==> src/hw/rtl/plarf_pkg.sv <==
package plarf_pkg;

    // Store geometry
    localparam int DEPTH = 16;
    localparam int IDX_W = $clog2(DEPTH);
    localparam int CNT_W = $clog2(DEPTH + 1);
    localparam int DATA_W = 32;

    // Result field widths
    localparam int POS_W = 4;
    localparam int ITEM_CNT_W = 5;

    // Request codes
    localparam logic [1:0] REQ_APPEND = 2'd0;
    localparam logic [1:0] REQ_REMOVE = 2'd1;
    localparam logic [1:0] REQ_FIND   = 2'd2;

    // Status codes
    localparam logic [1:0] STAT_OK        = 2'd0;
    localparam logic [1:0] STAT_NOT_FOUND = 2'd1;
    localparam logic [1:0] STAT_FULL      = 2'd2;

    typedef enum logic [1:0] {
        ST_IDLE,
        ST_SCAN,
        ST_SHIFT,
        ST_DONE
    } state_t;

    typedef struct packed {
        logic [1:0]               req_type;
        logic signed [DATA_W-1:0] value;
    } req_t;

    typedef struct packed {
        logic [1:0]            status;
        logic [POS_W-1:0]      position;
        logic [ITEM_CNT_W-1:0] item_count;
    } res_t;

    // Store port controls from the sequencer
    typedef struct packed {
        logic              we;
        logic [IDX_W-1:0]  waddr;
        logic [DATA_W-1:0] wdata;
        logic [IDX_W-1:0]  raddr;
    } mem_ctl_t;

endpackage

==> src/hw/rtl/plarf_store.sv <==
module plarf_store
    import plarf_pkg::*;
(
    input  logic              aclk,
    input  mem_ctl_t          ctl,
    output logic [DATA_W-1:0] rd_data
);

    logic [DATA_W-1:0] mem [DEPTH];

    // Write one entry, read one entry into the output register
    always_ff @(posedge aclk) begin
        if (ctl.we) begin
            mem[ctl.waddr] <= ctl.wdata;
        end
        rd_data <= mem[ctl.raddr];
    end

endmodule

==> src/hw/rtl/packed_list_append_remove_find_core.sv <==
// Packed list of signed 32-bit values with append, remove and find requests.
// Input channel s_valid/s_ready/s_data carries one request (req_type, value);
// result channel m_valid/m_ready/m_data returns exactly one result per request
// (status, position, item_count). Requests are served one at a time; s_ready
// is high only while the sequencer is idle.
// Append and the unused code go straight to the result, as do find and
// remove on an empty list; find scans from index 0 up to the first match or
// the last entry; remove scans the same way and then shifts every entry
// above the match down one place.
// The store has a single read port and a single write port, so the scan
// visits one entry per cycle and the shift moves one entry per cycle.
// Reset clears the count, the sequencer and the result valid flag; entries
// above the count are never read, so the store itself needs no clearing.
// A finished result waits in the output register while m_ready is low; the
// next request may be taken meanwhile, but its result waits until the
// register is free.
module packed_list_append_remove_find_core
    import plarf_pkg::*;
(
    input  logic aclk,
    input  logic aresetn,
    input  logic s_valid,
    output logic s_ready,
    input  req_t s_data,
    output logic m_valid,
    input  logic m_ready,
    output res_t m_data
);

    state_t            state_reg, state_next;
    req_t              req_reg, req_next;
    logic [CNT_W-1:0]  count_reg, count_next;
    logic [IDX_W-1:0]  idx_reg, idx_next;
    logic [IDX_W-1:0]  pos_reg, pos_next;
    logic [1:0]        status_reg, status_next;
    logic              m_valid_reg, m_valid_next;
    res_t              m_data_reg, m_data_next;
    mem_ctl_t          mem_ctl;
    logic [DATA_W-1:0] rd_data;

    logic              in_xfer;
    logic              hit;
    logic              last_scan;
    logic              shift_more;
    logic              out_free;
    logic              list_full;
    logic              list_empty;

    plarf_store u_store (
        .aclk    (aclk),
        .ctl     (mem_ctl),
        .rd_data (rd_data)
    );

    // Shared conditions
    assign in_xfer    = s_valid && s_ready;
    assign hit        = (rd_data == req_reg.value);
    assign last_scan  = ((CNT_W'(idx_reg) + CNT_W'(1)) == count_reg);
    assign shift_more = ((CNT_W'(idx_reg) + CNT_W'(1)) < count_reg);
    assign out_free   = !m_valid_reg || m_ready;
    assign list_full  = (count_reg == CNT_W'(DEPTH));
    assign list_empty = (count_reg == '0);

    // Next state
    always_comb begin
        state_next = state_reg;
        unique case (state_reg)
            ST_IDLE: begin
                if (in_xfer) begin
                    if ((s_data.req_type == REQ_REMOVE || s_data.req_type == REQ_FIND)
                        && !list_empty) begin
                        state_next = ST_SCAN;
                    end else begin
                        state_next = ST_DONE;
                    end
                end
            end
            ST_SCAN: begin
                if (hit && req_reg.req_type == REQ_REMOVE) begin
                    state_next = ST_SHIFT;
                end else if (hit || last_scan) begin
                    state_next = ST_DONE;
                end
            end
            ST_SHIFT: begin
                if (!shift_more) begin
                    state_next = ST_DONE;
                end
            end
            ST_DONE: begin
                if (out_free) begin
                    state_next = ST_IDLE;
                end
            end
            default: state_next = ST_IDLE;
        endcase
    end

    // Datapath and store controls
    always_comb begin
        req_next      = req_reg;
        count_next    = count_reg;
        idx_next      = idx_reg;
        pos_next      = pos_reg;
        status_next   = status_reg;
        m_data_next   = m_data_reg;
        m_valid_next  = m_valid_reg;
        mem_ctl.we    = 1'b0;
        mem_ctl.waddr = idx_reg;
        mem_ctl.wdata = rd_data;
        mem_ctl.raddr = '0;

        // Drop the result once it is taken
        if (m_valid_reg && m_ready) begin
            m_valid_next = 1'b0;
        end

        unique case (state_reg)
            ST_IDLE: begin
                if (in_xfer) begin
                    req_next    = s_data;
                    idx_next    = '0;
                    pos_next    = '0;
                    status_next = STAT_OK;
                    unique case (s_data.req_type)
                        REQ_APPEND: begin
                            if (list_full) begin
                                status_next = STAT_FULL;
                            end else begin
                                mem_ctl.we    = 1'b1;
                                mem_ctl.waddr = count_reg[IDX_W-1:0];
                                mem_ctl.wdata = s_data.value;
                                pos_next      = count_reg[IDX_W-1:0];
                                count_next    = count_reg + CNT_W'(1);
                            end
                        end
                        REQ_REMOVE, REQ_FIND: begin
                            if (list_empty) begin
                                status_next = STAT_NOT_FOUND;
                            end
                        end
                        default: begin
                            status_next = STAT_OK;
                        end
                    endcase
                end
            end
            ST_SCAN: begin
                // Prefetch the next entry while comparing this one
                mem_ctl.raddr = idx_reg + IDX_W'(1);
                if (hit) begin
                    pos_next    = idx_reg;
                    status_next = STAT_OK;
                end else if (last_scan) begin
                    pos_next    = '0;
                    status_next = STAT_NOT_FOUND;
                end else begin
                    idx_next = idx_reg + IDX_W'(1);
                end
            end
            ST_SHIFT: begin
                // Move entry idx+1 down to idx, fetch idx+2
                mem_ctl.raddr = idx_reg + IDX_W'(2);
                if (shift_more) begin
                    mem_ctl.we    = 1'b1;
                    mem_ctl.waddr = idx_reg;
                    mem_ctl.wdata = rd_data;
                    idx_next      = idx_reg + IDX_W'(1);
                end else begin
                    count_next = count_reg - CNT_W'(1);
                end
            end
            ST_DONE: begin
                if (out_free) begin
                    m_valid_next           = 1'b1;
                    m_data_next.status     = status_reg;
                    m_data_next.position   = POS_W'(pos_reg);
                    m_data_next.item_count = ITEM_CNT_W'(count_reg);
                end
            end
            default: begin
                mem_ctl.raddr = '0;
            end
        endcase
    end

    // Control registers
    always_ff @(posedge aclk) begin
        if (!aresetn) begin
            state_reg   <= ST_IDLE;
            count_reg   <= '0;
            m_valid_reg <= 1'b0;
        end else begin
            state_reg   <= state_next;
            count_reg   <= count_next;
            m_valid_reg <= m_valid_next;
        end
    end

    // Payload registers
    always_ff @(posedge aclk) begin
        req_reg    <= req_next;
        idx_reg    <= idx_next;
        pos_reg    <= pos_next;
        status_reg <= status_next;
        m_data_reg <= m_data_next;
    end

    assign s_ready = (state_reg == ST_IDLE);
    assign m_valid = m_valid_reg;
    assign m_data  = m_data_reg;

    // Checks
    a_count_bound: assert property (@(posedge aclk) disable iff (!aresetn)
        count_reg <= CNT_W'(DEPTH))
        else $error("entry count above capacity");

    a_busy_after_xfer: assert property (@(posedge aclk) disable iff (!aresetn)
        in_xfer |=> state_reg != ST_IDLE)
        else $error("sequencer idle after a request transfer");

    a_pos_zero: assert property (@(posedge aclk) disable iff (!aresetn)
        (m_valid && m_data.status != STAT_OK) |-> m_data.position == '0)
        else $error("position not zero on failed request");

    a_scan_count: assert property (@(posedge aclk) disable iff (!aresetn)
        state_reg == ST_SCAN |=> count_reg == $past(count_reg))
        else $error("count changed during scan");

endmodule

==> config.mk <==
export PLATFORM = sky130hd
export DESIGN_NAME = packed_list_append_remove_find_core
export DESIGN_NICKNAME = d
export VERILOG_FILES = /design/src/hw/rtl/plarf_pkg.sv /design/src/hw/rtl/plarf_store.sv /design/src/hw/rtl/packed_list_append_remove_find_core.sv
export SDC_FILE = /design/constraint.sdc
export NUM_CORES = 1
export LEC_CHECK = 0
export BUFFER_PORTS_ARGS = -buffer_cell sky130_fd_sc_hd__buf_2
export CELL_PAD_IN_SITES_DETAIL_PLACEMENT = 1
export CELL_PAD_IN_SITES_GLOBAL_PLACEMENT = 1
export CORE_MARGIN = 2
export CORE_UTILIZATION = 40
export DETAILED_ROUTE_END_ITERATION = 16
export GPL_ROUTABILITY_DRIVEN = 1
export PLACE_DENSITY_LB_ADDON = 0.1
export SYNTH_ARGS = -nofsm -noshare
export SYNTH_HDL_FRONTEND = slang
export SYNTH_SLANG_ARGS = --single-unit
export TNS_END_PERCENT = 100
==> constraint.sdc <==
create_clock -name aclk -period 5.84 [get_ports aclk]
set_input_delay 1.168 -clock aclk [delete_from_list [all_inputs] [get_ports aclk]]
set_output_delay 1.168 -clock aclk [all_outputs]
set_load 0.005 [all_outputs]
==> metrics.txt <==
Area after DPL=0.02513 mm^2; Slew Viols, Final=0; boundary pin count=51; max reg flops=512; Placeable Area=0.05880 mm^2; largest net degree at the start of global routing=59; number of H-tree levels=3; CTS root buf=clkbuf_16; Hold-fix buffers, CTS=0; Total Nets Final=1287; Final ANT Viol Nets=0; Lkg Pwr=0.009059 uW; area leader, netlist=edfxtp_1; layout cells sized above 1=26.09%; Synth Warn #=0; clk_lat worst skew=0.60 ns; Post-synth EDFFs=567; Synth Register Bits=607; Initial Utilization=40.29%; vias in the first global route=11990; # DRC=0; slew margin rel.=38.13%; first-pass GRT wire length=83880 um; sequential area share after synthesis=75.26%; FFs w/ async S/R, synth=0%; syn_area_per_cell=20.94 um^2; TritonCTS buffer count=67; CTS max path bufs=3; area of the multi-input gates=0.005677 mm^2; Post-Layout Inst Area=0.02732 mm^2; RSZ-0062 raised after global routing=false; final hold viol count=0; # clock sinks=607; CP Capture Type=register; Global Route Usage Sum=19.27%; syn nets=1187; Fin Clk Skew=0.02523 ns; Die Width=247.3 um; DR WL/cell=27.76 um; DR pass1 iterations=4; Setup CP Type=input pin to register; Worst Max-Slew Pin Slew=0.9209 ns; DPL Wire Length=32670 um; HP Class=register to register; Resize count post-CTS=0; vias per inst=5.442; total design power=14040 uW; die height=247.3 um; Worst setup SP type=input pin; RD Place Congestion=0.7378; cells after synthesis=1131; top cells by area, synth=edfxtp_1, mux4_2, mux2i_1, dfxtp_1, xnor2_1; worst-case vdd ir drop=246.4 uV; fill cell count=5320; final wirelength=57120 um; Cell Area, Synth=0.02369 mm^2; Max-cap violations=0; FF/Latch Area=0.01783 mm^2; die area=0.06118 mm^2; Cell Rows=89; Max Freq=0.2532 GHz; Crit Path Max Fanout=35; TritonCTS clock tree=built; Port Buffers=50; ys flop type=edfxtp_1; Pwr Density=514.1 mW/mm^2; Setup violations, final=0; final worst path period need=3.949 ns; DR vias=11200; Reg clk slew, reported paths=0.06 ns; antenna violations before repair=1; worst hold margin=0.4164 ns; period utilization=67.62%; WP data arrival=4.18 ns; Detailed Route Iter0 Violations=799; worst endpoint required time=6.07 ns; Final TNS setup=0 ns; outcome=complete, no violations; Area growth syn-to-layout=15.33%; post-CTS setup buffers=0; post-synth top area share=71.88%; Yosys cell types=50; grt total ovfl=0; Core Util, Final=46.46%
[routing by layer]
| layer | GRT usage [%] | up-vias | routed length [um] |
|---|---|---|---|
| met1 | 27.03 | 6048 | 26040 |
| met4 | 5.706 | 0 | 1212 |
| li1 | - | 4871 | - |
| met3 | 3.071 | 74 | 1966 |
| met2 | 31.22 | 206 | 27900 |
| met5 | 0 | - | 0 |
[cell type report]
type,instances,share of cell area (%)
flip-flops and latches,607,65.26
multi-input cells,457,20.78
clock buffers,100,7.232
well taps,773,3.541
repair buffers,85,2.244
clock inverters,22,0.7557
inverters,13,0.1786
diodes,1,0.009160
[where the power goes]
group / total, uW / internal, uW / switching, uW
sequential: 6080 / 5840 / 236
clock: 4180 / 2520 / 1670
combinational: 3790 / 1470 / 2310
total: 14000 / 9830 / 4210
[cells by family after synthesis]
| logic type | share of synthesized area, % |
|---|---|
| buffers and inverters | 1.410 |
| xor gates and xnor gates | 1.405 |
| AOI/OAI and AO/OA | 2.715 |
| adders and majority gates | 0.9825 |
| DFF | 75.26 |
| and+or+nand+nor | 1.912 |
| muxes | 16.31 |
[layout by cell type (no fill, tap or decap), drive strengths merged, types with 2 or more instances in the layout]
master  instances
a21boi          3
a21o            3
a21oi           8
a22o           34
a311o           2
a32oi           4
and2            6
and3            4
buf            85
bufinv          4
clkbuf        100
clkinv         17
dfxtp          40
edfxtp        567
ha             17
inv            14
mux2i          98
mux4          128
nand2          26
nand2b          6
nand3           3
nand4           9
nor2           25
nor2b           4
nor3            6
nor4            3
o21ai           8
o22ai           6
xnor2          37
[worst paths after layout]
check	start	end	slack [ns]	cells after the start
worst min register to register	pos_reg[3]$_DFFE_PP_	m_data[8]$_DFFE_PP_	0.42	0
worst max register to register	state_reg[1]$_SDFFE_PN0P_	u_store.mem[9][2]$_DFFE_PP_	1.99	10
worst min-delay path	pos_reg[3]$_DFFE_PP_	m_data[8]$_DFFE_PP_	0.42	0
worst max-delay path	s_data[32]	u_store.mem[9][2]$_DFFE_PP_	1.89	11
[synthesized netlist by cell type (12+ instances only)]
cell type  instances
nand2_1           26
buf_4             13
a22o_1            34
nor2_1            25
dfxtp_1           40
ha_1              17
inv_1             12
mux2i_1           98
edfxtp_1         567
xnor2_1           37
buf_2             27
mux4_2           128
[worst max-delay path: stages]
cell and delay, ns:
buf_2 0.10, inv_1 0.04, ha_1 0.26, and3_1 0.28
a21boi_4 0.24, nand2_2 0.14, buf_4 0.55, a22o_1 0.38
nand2_1 0.19, nor2_4 0.34, buf_4 0.44
[metrics by stage]
stage / setup slack (ns) / instances
2_1_floorplan: 0.7778 / 1131
3_3_place_gp: 1.331 / 1935
3_5_place_dp: 1.243 / 1935
4_1_cts: 1.861 / 2057
5_1_grt: 1.692 / 2057
6_report: 1.891 / 2058
Power figures use the tool's default switching activity.
